$ cat src/tcfo_pkg.sv
// ----------------------------------------------------------------------------
// tcfo_pkg
// Shared types and constants for the two-class FIFO with oldest-first dequeue.
// ----------------------------------------------------------------------------
package tcfo_pkg;

	localparam int QUEUE_DEPTH = 16;
	localparam int TAG_WIDTH   = 32;
	localparam int STAMP_W     = 32;
	localparam int IDX_W       = $clog2(QUEUE_DEPTH);
	localparam int CNT_W       = $clog2(QUEUE_DEPTH + 1);

	typedef enum logic [1:0] {
		ACT_ENQ = 2'd0,
		ACT_DEQ = 2'd1,
		ACT_ANY = 2'd2
	} action_t;

	typedef enum logic [1:0] {
		ST_OK    = 2'd0,
		ST_EMPTY = 2'd1,
		ST_FULL  = 2'd2
	} status_t;

	typedef struct packed {
		logic [TAG_WIDTH-1:0] tag;
		logic [STAMP_W-1:0]   stamp;
	} entry_t;

	typedef struct packed {
		logic push;
		logic pop;
	} queue_ctrl_t;

	typedef struct packed {
		logic empty;
		logic full;
	} queue_stat_t;

	typedef struct packed {
		status_t            status;
		logic               out_kind;
		logic [31:0]        out_tag;
		logic [STAMP_W-1:0] arrival;
	} result_t;

endpackage

$ cat src/two_class_fifo_oldest_first.sv
// ----------------------------------------------------------------------------
// two_class_fifo_oldest_first
// Two class queues sharing an arrival counter; dequeue takes a named class, or the oldest head for ACT_ANY.
//
//   channel | handshake          | payload
//   in      | in_valid, in_ready | action, kind, tag
//   out     | out_valid,out_ready| status, out_kind, out_tag, arrival
//
// A request is captured in an input register, decided against the queue
// heads and counts while it sits there, and its result lands in an output
// register; one request is accepted per cycle unless the output stalls.
// Queue state is updated when a request moves into the output register.
// Reset empties both queues and clears the arrival counter.
// A stalled output holds the input register, which then holds off in_ready.
// ----------------------------------------------------------------------------
module two_class_fifo_oldest_first (
	input  logic        clk,
	input  logic        arst_n,
	input  logic        in_valid,
	output logic        in_ready,
	input  logic [1:0]  action,
	input  logic        kind,
	input  logic [31:0] tag,
	output logic        out_valid,
	input  logic        out_ready,
	output logic [1:0]  status,
	output logic        out_kind,
	output logic [31:0] out_tag,
	output logic [31:0] arrival
);

	logic                         valid_s1;
	logic [1:0]                   action_s1;
	logic                         kind_s1;
	logic [31:0]                  tag_s1;
	logic                         out_valid_q;
	tcfo_pkg::result_t            res_q;
	logic [tcfo_pkg::STAMP_W-1:0] counter_q;

	logic                         advance;
	tcfo_pkg::queue_ctrl_t        sel_ctrl0;
	tcfo_pkg::queue_ctrl_t        sel_ctrl1;
	tcfo_pkg::queue_ctrl_t        ctrl0;
	tcfo_pkg::queue_ctrl_t        ctrl1;
	tcfo_pkg::queue_stat_t        stat0;
	tcfo_pkg::queue_stat_t        stat1;
	tcfo_pkg::entry_t             head0;
	tcfo_pkg::entry_t             head1;
	tcfo_pkg::entry_t             wr_entry;
	logic                         sel_adv;
	logic                         counter_adv;
	tcfo_pkg::result_t            res;

	assign advance  = valid_s1 && (!out_valid_q || out_ready);
	assign in_ready = !valid_s1 || advance;

	always_ff @(posedge clk or negedge arst_n) begin
		if (!arst_n) begin
			valid_s1 <= 1'b0;
		end else if (in_ready) begin
			valid_s1 <= in_valid;
		end
	end

	always_ff @(posedge clk) begin
		if (in_ready && in_valid) begin
			action_s1 <= action;
			kind_s1   <= kind;
			tag_s1    <= tag;
		end
	end

	tcfo_select u_select (
		.action      (action_s1),
		.kind        (kind_s1),
		.tag         (tag_s1),
		.counter     (counter_q),
		.stat0       (stat0),
		.stat1       (stat1),
		.head0       (head0),
		.head1       (head1),
		.ctrl0       (sel_ctrl0),
		.ctrl1       (sel_ctrl1),
		.wr_entry    (wr_entry),
		.counter_adv (sel_adv),
		.res         (res)
	);

	assign ctrl0       = advance ? sel_ctrl0 : '0;
	assign ctrl1       = advance ? sel_ctrl1 : '0;
	assign counter_adv = advance && sel_adv;

	tcfo_queue u_queue0 (
		.clk        (clk),
		.arst_n     (arst_n),
		.ctrl       (ctrl0),
		.wr_entry   (wr_entry),
		.head_entry (head0),
		.stat       (stat0)
	);

	tcfo_queue u_queue1 (
		.clk        (clk),
		.arst_n     (arst_n),
		.ctrl       (ctrl1),
		.wr_entry   (wr_entry),
		.head_entry (head1),
		.stat       (stat1)
	);

	always_ff @(posedge clk or negedge arst_n) begin
		if (!arst_n) begin
			counter_q   <= '0;
			out_valid_q <= 1'b0;
		end else begin
			if (counter_adv) begin
				counter_q <= wr_entry.stamp;
			end
			if (advance) begin
				out_valid_q <= 1'b1;
			end else if (out_ready) begin
				out_valid_q <= 1'b0;
			end
		end
	end

	always_ff @(posedge clk) begin
		if (advance) begin
			res_q <= res;
		end
	end

	assign out_valid = out_valid_q;
	assign status    = res_q.status;
	assign out_kind  = res_q.out_kind;
	assign out_tag   = res_q.out_tag;
	assign arrival   = res_q.arrival;

	a_pop0_not_empty: assert property (@(posedge clk) disable iff (!arst_n)
		ctrl0.pop |-> !stat0.empty)
		else $error("pop from empty first queue");

	a_pop1_not_empty: assert property (@(posedge clk) disable iff (!arst_n)
		ctrl1.pop |-> !stat1.empty)
		else $error("pop from empty second queue");

	a_counter_hold: assert property (@(posedge clk) disable iff (!arst_n)
		!counter_adv |=> $stable(counter_q))
		else $error("arrival counter moved without an enqueue");

	a_full_no_push: assert property (@(posedge clk) disable iff (!arst_n)
		(advance && res.status == tcfo_pkg::ST_FULL) |-> !(ctrl0.push || ctrl1.push))
		else $error("request reported full but was stored");

endmodule

$ cat src/tcfo_queue.sv
// ----------------------------------------------------------------------------
// tcfo_queue
// One class queue: circular entry store with head, tail and fill count.
// ----------------------------------------------------------------------------
module tcfo_queue (
	input  logic                 clk,
	input  logic                 arst_n,
	input  tcfo_pkg::queue_ctrl_t ctrl,
	input  tcfo_pkg::entry_t     wr_entry,
	output tcfo_pkg::entry_t     head_entry,
	output tcfo_pkg::queue_stat_t stat
);

	tcfo_pkg::entry_t              mem_q [tcfo_pkg::QUEUE_DEPTH];
	tcfo_pkg::entry_t              head_data_q;
	logic [tcfo_pkg::IDX_W-1:0]    head_q;
	logic [tcfo_pkg::IDX_W-1:0]    tail_q;
	logic [tcfo_pkg::CNT_W-1:0]    count_q;
	logic [tcfo_pkg::IDX_W-1:0]    head_next;
	logic                          load_wr;

	localparam logic [tcfo_pkg::IDX_W-1:0] LAST_IDX =
		tcfo_pkg::IDX_W'(tcfo_pkg::QUEUE_DEPTH - 1);
	localparam logic [tcfo_pkg::CNT_W-1:0] FULL_CNT = tcfo_pkg::CNT_W'(tcfo_pkg::QUEUE_DEPTH);
	localparam logic [tcfo_pkg::CNT_W-1:0] ONE_CNT  = tcfo_pkg::CNT_W'(1);

	assign head_next = (head_q == LAST_IDX) ? '0 : head_q + 1'b1;

	// The new entry becomes the head when it lands in a queue that is, or
	// is about to be, empty.
	assign load_wr = ctrl.push && ((count_q == '0) || (ctrl.pop && count_q == ONE_CNT));

	always_ff @(posedge clk) begin
		if (ctrl.push) begin
			mem_q[tail_q] <= wr_entry;
		end
		if (load_wr) begin
			head_data_q <= wr_entry;
		end else if (ctrl.pop) begin
			head_data_q <= mem_q[head_next];
		end
	end

	always_ff @(posedge clk or negedge arst_n) begin
		if (!arst_n) begin
			head_q  <= '0;
			tail_q  <= '0;
			count_q <= '0;
		end else begin
			if (ctrl.push) begin
				tail_q <= (tail_q == LAST_IDX) ? '0 : tail_q + 1'b1;
			end
			if (ctrl.pop) begin
				head_q <= head_next;
			end
			if (ctrl.push && !ctrl.pop) begin
				count_q <= count_q + 1'b1;
			end else if (ctrl.pop && !ctrl.push) begin
				count_q <= count_q - 1'b1;
			end
		end
	end

	assign head_entry = head_data_q;
	assign stat.empty = (count_q == '0);
	assign stat.full  = (count_q == FULL_CNT);

endmodule

$ cat src/tcfo_select.sv
// ----------------------------------------------------------------------------
// tcfo_select
// Decides the queue operation for one request and forms its result.
// ----------------------------------------------------------------------------
module tcfo_select (
	input  logic [1:0]                     action,
	input  logic                           kind,
	input  logic [31:0]                    tag,
	input  logic [tcfo_pkg::STAMP_W-1:0]   counter,
	input  tcfo_pkg::queue_stat_t          stat0,
	input  tcfo_pkg::queue_stat_t          stat1,
	input  tcfo_pkg::entry_t               head0,
	input  tcfo_pkg::entry_t               head1,
	output tcfo_pkg::queue_ctrl_t          ctrl0,
	output tcfo_pkg::queue_ctrl_t          ctrl1,
	output tcfo_pkg::entry_t               wr_entry,
	output logic                           counter_adv,
	output tcfo_pkg::result_t              res
);

	logic [tcfo_pkg::STAMP_W-1:0] next_stamp;
	logic [tcfo_pkg::STAMP_W-1:0] diff;
	logic                         take_first;
	logic                         do_pop;

	assign next_stamp     = counter + 1'b1;
	assign diff           = head0.stamp - head1.stamp;
	assign wr_entry.tag   = tag[tcfo_pkg::TAG_WIDTH-1:0];
	assign wr_entry.stamp = next_stamp;

	always_comb begin
		ctrl0       = '0;
		ctrl1       = '0;
		counter_adv = 1'b0;
		res         = '0;
		res.status  = tcfo_pkg::ST_OK;
		take_first  = 1'b0;
		do_pop      = 1'b0;
		case (tcfo_pkg::action_t'(action))
			tcfo_pkg::ACT_ENQ: begin
				if ((kind == 1'b0) ? stat0.full : stat1.full) begin
					res.status = tcfo_pkg::ST_FULL;
				end else begin
					ctrl0.push  = (kind == 1'b0);
					ctrl1.push  = (kind == 1'b1);
					counter_adv = 1'b1;
					res.arrival = next_stamp;
				end
			end
			tcfo_pkg::ACT_DEQ: begin
				take_first = (kind == 1'b0);
				do_pop     = 1'b1;
			end
			tcfo_pkg::ACT_ANY: begin
				do_pop = 1'b1;
				if (stat0.empty) begin
					take_first = 1'b0;
				end else if (stat1.empty) begin
					take_first = 1'b1;
				end else begin
					take_first = diff[tcfo_pkg::STAMP_W-1];
				end
			end
			default: begin
				res.status = tcfo_pkg::ST_OK;
			end
		endcase
		if (do_pop) begin
			if (take_first ? stat0.empty : stat1.empty) begin
				res.status = tcfo_pkg::ST_EMPTY;
			end else if (take_first) begin
				ctrl0.pop    = 1'b1;
				res.out_kind = 1'b0;
				res.out_tag  = 32'(head0.tag);
				res.arrival  = head0.stamp;
			end else begin
				ctrl1.pop    = 1'b1;
				res.out_kind = 1'b1;
				res.out_tag  = 32'(head1.tag);
				res.arrival  = head1.stamp;
			end
		end
	end

endmodule
$ cat config.mk
export PLATFORM = sky130hd
export DESIGN_NAME = two_class_fifo_oldest_first
export DESIGN_NICKNAME = d
export VERILOG_FILES = /design/src/tcfo_pkg.sv /design/src/two_class_fifo_oldest_first.sv /design/src/tcfo_queue.sv /design/src/tcfo_select.sv
export SDC_FILE = /design/constraint.sdc
export NUM_CORES = 2
export LEC_CHECK = 0
export ABC_CLOCK_PERIOD_IN_PS = 8150
export BUFFER_PORTS_ARGS = -buffer_cell sky130_fd_sc_hd__buf_2
export CORE_UTILIZATION = 50
export CTS_BUF_LIST = sky130_fd_sc_hd__clkbuf_4
export DETAILED_ROUTE_END_ITERATION = 16
export PLACE_DENSITY = 0.77
export SETUP_SLACK_MARGIN = 0.4
export SLEW_MARGIN = 20
export SYNTH_ARGS = -nofsm -noshare
export SYNTH_HDL_FRONTEND = slang
export SYNTH_SLANG_ARGS = --single-unit
$ cat constraint.sdc
create_clock -name clk -period 8.15 [get_ports clk]
set_input_delay 0.815 -clock clk [delete_from_list [all_inputs] [get_ports clk]]
set_output_delay 0.815 -clock clk [all_outputs]
set_load 0.01 [all_outputs]
=== Word-level counts from Yosys, hierarchy flattened ===
Memories as Yosys holds them, arrays and structs flattened.
Index checks and enable logic that the tools add are counted.
Widths: inputs -> output; s select.

* Eq/ne operators: 10
* Bitwise logic cells: 2
* Add/subtract/negate cells: 10
* Reduce and logical (&&, ||, !) cells: 31
* Multiplexer cells: 46

{| class="wikitable"
|+ Operators by type and width
! operator !! count
|-
| $mux 64 || 4
|-
| $mux 65 || 2
|-
| $mux 67 || 1
|-
| $mux 32 || 2
|-
| $add 32x1->32 const B || 1
|-
| $sub 32x32->32 || 1
|-
| $mux 1 || 23
|-
| $mux 5 || 4
|-
| $add 4x1->4 const B || 4
|-
| $eq 4x4->1 const B || 4
|-
| $mux 4 || 4
|-
| $logic_and 1x1->1 || 11
|-
| $add 5x1->5 const B || 2
|-
| $eq 5x1->1 const B || 2
|-
| $eq 5x5->1 const B || 2
|-
| $logic_not 5->1 || 2
|-
| $mux 2 || 5
|-
| $reduce_bool 2->1 || 5
|-
| $sub 5x1->5 const B || 2
|-
| $logic_not 1->1 || 6
|-
| $logic_or 1x1->1 || 4
|-
| $reduce_or 2->1 || 2
|-
| $eq 2x1->1 const B || 1
|-
| $eq 2x2->1 const B || 1
|-
| other kinds (3) || 4
|}

* Memories: 2
* Input bits: 39
* Register bits: 290
* Memory bits (writable): 2048

{| class="wikitable"
|+ Memory list
! name !! depth !! bits a word !! rd ports !! clocked after Yosys merged registers in !! wr ports !! line !! source
|-
| u_queue0.mem_q || 16 || 64 || 1 || 0 || 1 || tcfo_queue.sv:14 || <nowiki>tcfo_pkg::entry_t mem_q [tcfo_pkg::QUEUE_DEPTH];</nowiki>
|-
| u_queue1.mem_q || 16 || 64 || 1 || 0 || 1 || tcfo_queue.sv:14 ||
|}

=== Logic depth before layout (Yosys ltp) ===
* Depth after elaboration: 12
* Gate-level depth with buffers: 16
* Gate-level depth less buffers: 15

=== By module ===
From an unflattened synthesis, not the netlist that was laid out.

* Cell total of the unflattened synthesis: 4532
* Area total of the unflattened synthesis: 91203.7 um^2

{| class="wikitable"
|+ By module, submodules not included
! module !! times used !! area an instance (um^2) !! seq. area each (um^2) !! cells an instance
|-
| tcfo_queue at u_queue1 || 1 || 41858.9 || 32996.6 || 1908
|-
| tcfo_queue at u_queue0 || 1 || 41607.4 || 32996.6 || 1971
|-
| two_class_fifo_oldest_first || 1 || 4548.1 || 3913.8 || 183
|-
| tcfo_select || 1 || 3189.3 || 0.0 || 470
|}

=== Worst setup path after synthesis ===
OpenSTA, ideal clock, no wires.

* Kind: in2reg
* Start point: input port out_ready
* End point: memory u_queue1.mem_q[15][0] (netlist name), enable pin
* Data required time: 7664 ps
* Path buffers: 2
* Arrival time: 6367 ps
* Path slack: 1297 ps
* Stages on the path: 7
* Cell sequence: nand2b_1 > and2_1 > clkbuf_1 > and3_1 > buf_2 > nand2_2 > nor2_1

* Longest elaborated chain between the ends: 5

{| class="wikitable"
|+ RTL lines
! what !! line !! source
|-
| start, declared || two_class_fifo_oldest_first.sv:25 || <nowiki>input logic out_ready,</nowiki>
|-
| $logic_or 1x1->1 || two_class_fifo_oldest_first.sv:54 || <nowiki>assign advance = valid_s1 && (!out_valid_q || out_ready);</nowiki>
|-
| $logic_and 1x1->1 || two_class_fifo_oldest_first.sv:54 ||
|-
| via advance || two_class_fifo_oldest_first.sv:40 || <nowiki>logic advance;</nowiki>
|-
| $mux 2 || two_class_fifo_oldest_first.sv:90 || <nowiki>assign ctrl1 = advance ? sel_ctrl1 : '0;</nowiki>
|-
| $mux 1 || tcfo_queue.sv:34 || <nowiki>if (ctrl.push) begin</nowiki>
|-
| $mux 1 (not written as such) || tcfo_queue.sv:35 || <nowiki>mem_q[tail_q] <= wr_entry;</nowiki>
|-
| end, declared || tcfo_queue.sv:14 ||
|}

The timed path passes the listed nets, and every way through them passes these cells.

=== Final worst setup path ===
* Start point: register u_queue0.head_data_q (netlist bit u_queue0.head_entry[29])
* End point: register u_queue1.head_data_q (netlist bit u_queue1.head_entry[35]), enable pin

* Longest elaborated chain between the ends: 12
* Elaborated cells on any way between the ends: 13

{| class="wikitable"
|+ RTL lines
! what !! line !! source
|-
| start, declared || tcfo_queue.sv:15 || <nowiki>tcfo_pkg::entry_t head_data_q;</nowiki>
|-
| start signal, assigned || tcfo_queue.sv:38 || <nowiki>head_data_q <= wr_entry;</nowiki>
|-
| start signal, assigned || tcfo_queue.sv:40 || <nowiki>head_data_q <= mem_q[head_next];</nowiki>
|-
| $sub 32x32->32 * || tcfo_select.sv:27 || <nowiki>assign diff = head0.stamp - head1.stamp;</nowiki>
|-
| $mux 1 * || tcfo_select.sv:58 || <nowiki>end else if (stat1.empty) begin</nowiki>
|-
| $mux 1 * || tcfo_select.sv:56 || <nowiki>if (stat0.empty) begin</nowiki>
|-
| $pmux 1 s2 * || tcfo_select.sv:39 || <nowiki>case (tcfo_pkg::action_t'(action))</nowiki>
|-
| $mux 1, on equally long branches || tcfo_select.sv:71, tcfo_select.sv:69 ||
|-
| $mux 1 * || tcfo_select.sv:69 || <nowiki>if (take_first ? stat0.empty : stat1.empty) begin</nowiki>
|-
| $mux 1 * || tcfo_select.sv:68 || <nowiki>if (do_pop) begin</nowiki>
|-
| $mux 2 * || two_class_fifo_oldest_first.sv:90 ||
|-
| $logic_and 1x1->1 || tcfo_queue.sv:31 || <nowiki>assign load_wr = ctrl.push && ((count_q == '0) || (ctrl.pop && count_q == ONE_CNT));</nowiki>
|-
| $logic_or 1x1->1 || tcfo_queue.sv:31 ||
|-
| $logic_and 1x1->1 || tcfo_queue.sv:31 ||
|-
| $reduce_bool 2->1 (no line) * || - ||
|-
| end signal, assigned || tcfo_queue.sv:38 ||
|-
| end signal, assigned || tcfo_queue.sv:40 ||
|-
| end, declared || tcfo_queue.sv:15 ||
|}

Every way passes the cells marked *; elsewhere a longest branch is shown, timed or not.
A chain may end at the register's enable or synchronous reset.

==> impl_metrics.json <==
{
  "vias": 45300,
  "place_inst": 6324,
  "synth_top_area_share_pct": 75.3,
  "peakVddDrop_uv": 561,
  "min_path_type": "input pin to register",
  "layout.cells.most_common_list": "2,278 x edfxtp_1, 823 x clkbuf_4, 634 x mux4_2, 107 x buf_2, 100 x clkinv_1",
  "avgSynthCellArea_sq_um": 22.9,
  "synth_seq_cells": 2338,
  "critPathMaxFanout": 51,
  "finalWirelength_mm": 213,
  "firstDrtPassIters": 6,
  "layout.cells.non_filler": 7343,
  "setup.worst_path.start_class": "register",
  "routed.top_layer": "met5",
  "die_w_um": 428,
  "root_buffer": "clkbuf_4",
  "port_buffers": 107,
  "synth-seq-area-share_pct": 76.9,
  "reg2reg_slack_ns": 3.10,
  "grt_max_degree": 157,
  "worstMarginPinSlew_ns": 1.18,
  "slew_viol_final": 0,
  "reg2reg_depth": 10,
  "synth_enable_flop_cells": 2278,
  "rows": 156,
  "setup.worst_path.end_class": "register",
  "areaGrowthSynthToFinish_pct": 12.3,
  "place.gp.congestion": 0.873,
  "vias_per_cell": 6.17,
  "ys_warn_count": 0,
  "endpoint": "u_queue1.head_entry[35]",
  "drive_above_1_share_pct": 37.3,
  "p_per_area_nw_per_um2": 334,
  "insertion_delay_ns": 1.34,
  "grt_pass1_vias": 46400,
  "cp.required_ns": 9.06,
  "hold_violations": 0,
  "finClkSkew_ns": 0.113,
  "drt_iter0_markers": 6090,
  "worstReg2RegEnd": "u_queue1.head_entry[35]",
  "cts_tree": "yes",
  "fmax_ghz": 0.198,
  "cts_resized": 0,
  "synthTopCellsByArea": "edfxtp_1 75%, mux4_2 16%, dfrtp_1 1.7%",
  "start_util_pct": 50.3,
  "drc": 0,
  "async_flop_share_pct": 2.57,
  "ys_types": 52,
  "maxCapViolCount": 0,
  "worstReg2RegStart": "u_queue0.head_entry[29]",
  "syn_inst": 3965,
  "finalSetupViolations": 0,
  "die_height_um": 428,
  "worstHoldPathCells": 2,
  "wl_met1_mm": 82.0,
  "post-route-period-util_pct": 62.0,
  "routed-wl-met2_mm": 101,
  "cp.arrival_ns": 5.96,
  "rsz0062_at_grt": "false",
  "wl_per_cell_um": 28.9,
  "fin_setup_tns_ns": 0,
  "ctsLongestPathBuffers": 4,
  "wl_met3_mm": 24.0,
  "leakagePower_nw": 33.7,
  "grt_pass1_wl_mm": 308,
  "nets": 4678,
  "h-tree-depth": 6,
  "relSlewSlack_pct": 20.7,
  "yosysTopAreaCell": "edfxtp_1",
  "crit_type": "register to register",
  "clkTransAtPathRegs_ns": 0.07,
  "core-area_sq_um": 181000,
  "status": "finished clean",
  "cts_made_buffers": 580,
  "ioPinCount": 108,
  "antenna_found_initial": 7,
  "die-area_sq_um": 183000,
  "hpwl_mm": 115,
  "crit_start": "u_queue0.head_entry[29]",
  "final_common_cell": "edfxtp_1",
  "fin_crit_ns": 5.05,
  "track_usage_pct": 23.2,
  "grt_overflow": 0,
  "detail-route-antenna-nets": 0,
  "clkSinkCount": 2338,
  "syn_nets": 4056,
  "ys.flop_type": "edfxtp_1",
  "synth_area_sq_um": 90900
}
==> worst max-delay path: stages (launching register included) <==
cell	delay, ns
edfxtp_1	0.39
ha_1	0.35
nand4_1	0.20
nor4_1	0.10
a221o_1	0.32
a211o_1	0.29
a2111o_1	0.33
nand3_2	0.79
o2bb2ai_4	0.57
or2_4	0.42
buf_4	0.78
==> logic make-up after synthesis <==
logic type	after synthesis	synth area share, %
and+or+nand+nor	289	1.56
muxes	807	17.8
AOI/OAI and AO/OA	128	0.866
DFF	2338	76.9
adders and majority gates	52	0.716
xor gates and xnor gates	78	0.752
buffers and inverters	273	1.31
==> power by group <==
| group | switching [mW] | internal (mW) |
|---|---|---|
| clock network | 4.50 | 5.01 |
| logic | 5.29 | 5.03 |
| registers | 0.294 | 14.0 |
==> worst min path at each step <==
stage                                    from             endpoint  slack (ns)
after floorplan                      valid_s1            out_valid        0.45
after global placement    u_queue0.count_q[4]  u_queue0.count_q[4]        0.48
after detailed placement  u_queue1.count_q[4]  u_queue1.count_q[4]        0.48
after CTS                             tag[29]           tag_s1[29]        0.05
after global routing                  tag[29]           tag_s1[29]        0.09
final                                 tag[29]           tag_s1[29]        0.19
==> per-layer routing <==
| metal | up-vias | global-route usage, % |
|---|---|---|
| met2 | 2991 | 35.8 |
| met3 | 402 | 5.86 |
| met5 | - | 0 |
| met4 | 4 | 7.52 |
| met1 | 23600 | 32.6 |
| li1 | 18300 | - |
==> layout make-up <==
cell class / count / area [sq um]
clock buffers: 823 / 6180
clock inverters: 137 / 855
fillers: 12900 / 78500
diodes: 8 / 20.0
inverters: 83 / 312
well taps: 2370 / 2970
multi-input cells: 1354 / 20100
repair buffers: 230 / 1750
flip-flops and latches: 2338 / 69900
==> cell usage after synthesis (2+ instances only) <==
| library cell | number |
|---|---|
| edfxtp_1 | 2278 |
| mux4_2 | 634 |
| clkbuf_1 | 105 |
| mux2_2 | 84 |
| inv_1 | 82 |
| nand2_1 | 82 |
| nor2_1 | 74 |
| mux2i_1 | 69 |
| buf_2 | 66 |
| dfrtp_1 | 60 |
| o22ai_1 | 58 |
| ha_1 | 52 |
| xnor2_1 | 45 |
| xor2_1 | 33 |
| a21oi_1 | 28 |
| and2_1 | 27 |
| nand3_1 | 27 |
| mux2_4 | 20 |
| o21ai_0 | 19 |
| and3_1 | 15 |
| nand4_1 | 14 |
| and4_1 | 11 |
| nor2b_1 | 10 |
| buf_4 | 9 |
| nor3_1 | 8 |
| a211oi_1 | 6 |
| a221o_1 | 5 |
| buf_1 | 5 |
| nand2b_1 | 5 |
| a31oi_1 | 3 |
| or2_2 | 3 |
| or4_1 | 3 |
| buf_12 | 2 |
| buf_6 | 2 |
| nor3b_1 | 2 |
| o21ai_1 | 2 |
| or4b_2 | 2 |
==> flip-flops by register name, summed over array words and instances (netlist names), 5 cells and up <==
name / cells
u_queue0.head_entry: 64
arrival: 32
out_tag: 32
counter_q: 32
u_queue1.count_q: 5
tag_s1: 32
u_queue0.mem_q: 1024
u_queue0.count_q: 5
u_queue1.head_entry: 64
u_queue1.mem_q: 1024
==> stage by stage <==
step | hold slack (ns) | cell area, sq um | worst slack (ns) | util, % | total power [mW]
after global placement | 0.482 | 94400 | 3.28 | 52.3 | 24.7
after detailed placement | 0.483 | 94400 | 3.22 | 52.3 | 24.8
after floorplan | 0.449 | 90900 | 1.30 | - | 21.8
after global routing | 0.0897 | 102000 | 2.88 | 56.5 | 35.4
final | 0.189 | 102000 | 3.10 | 56.5 | 34.1
after CTS | 0.0490 | 102000 | 3.21 | 56.4 | 34.3
==> repair_timing <==
item	4_1_cts	5_1_grt
hold endpoints to repair	97	0
buffers inserted	0	0
hold buffers	39	0
(Power assumes the default switching activity.)
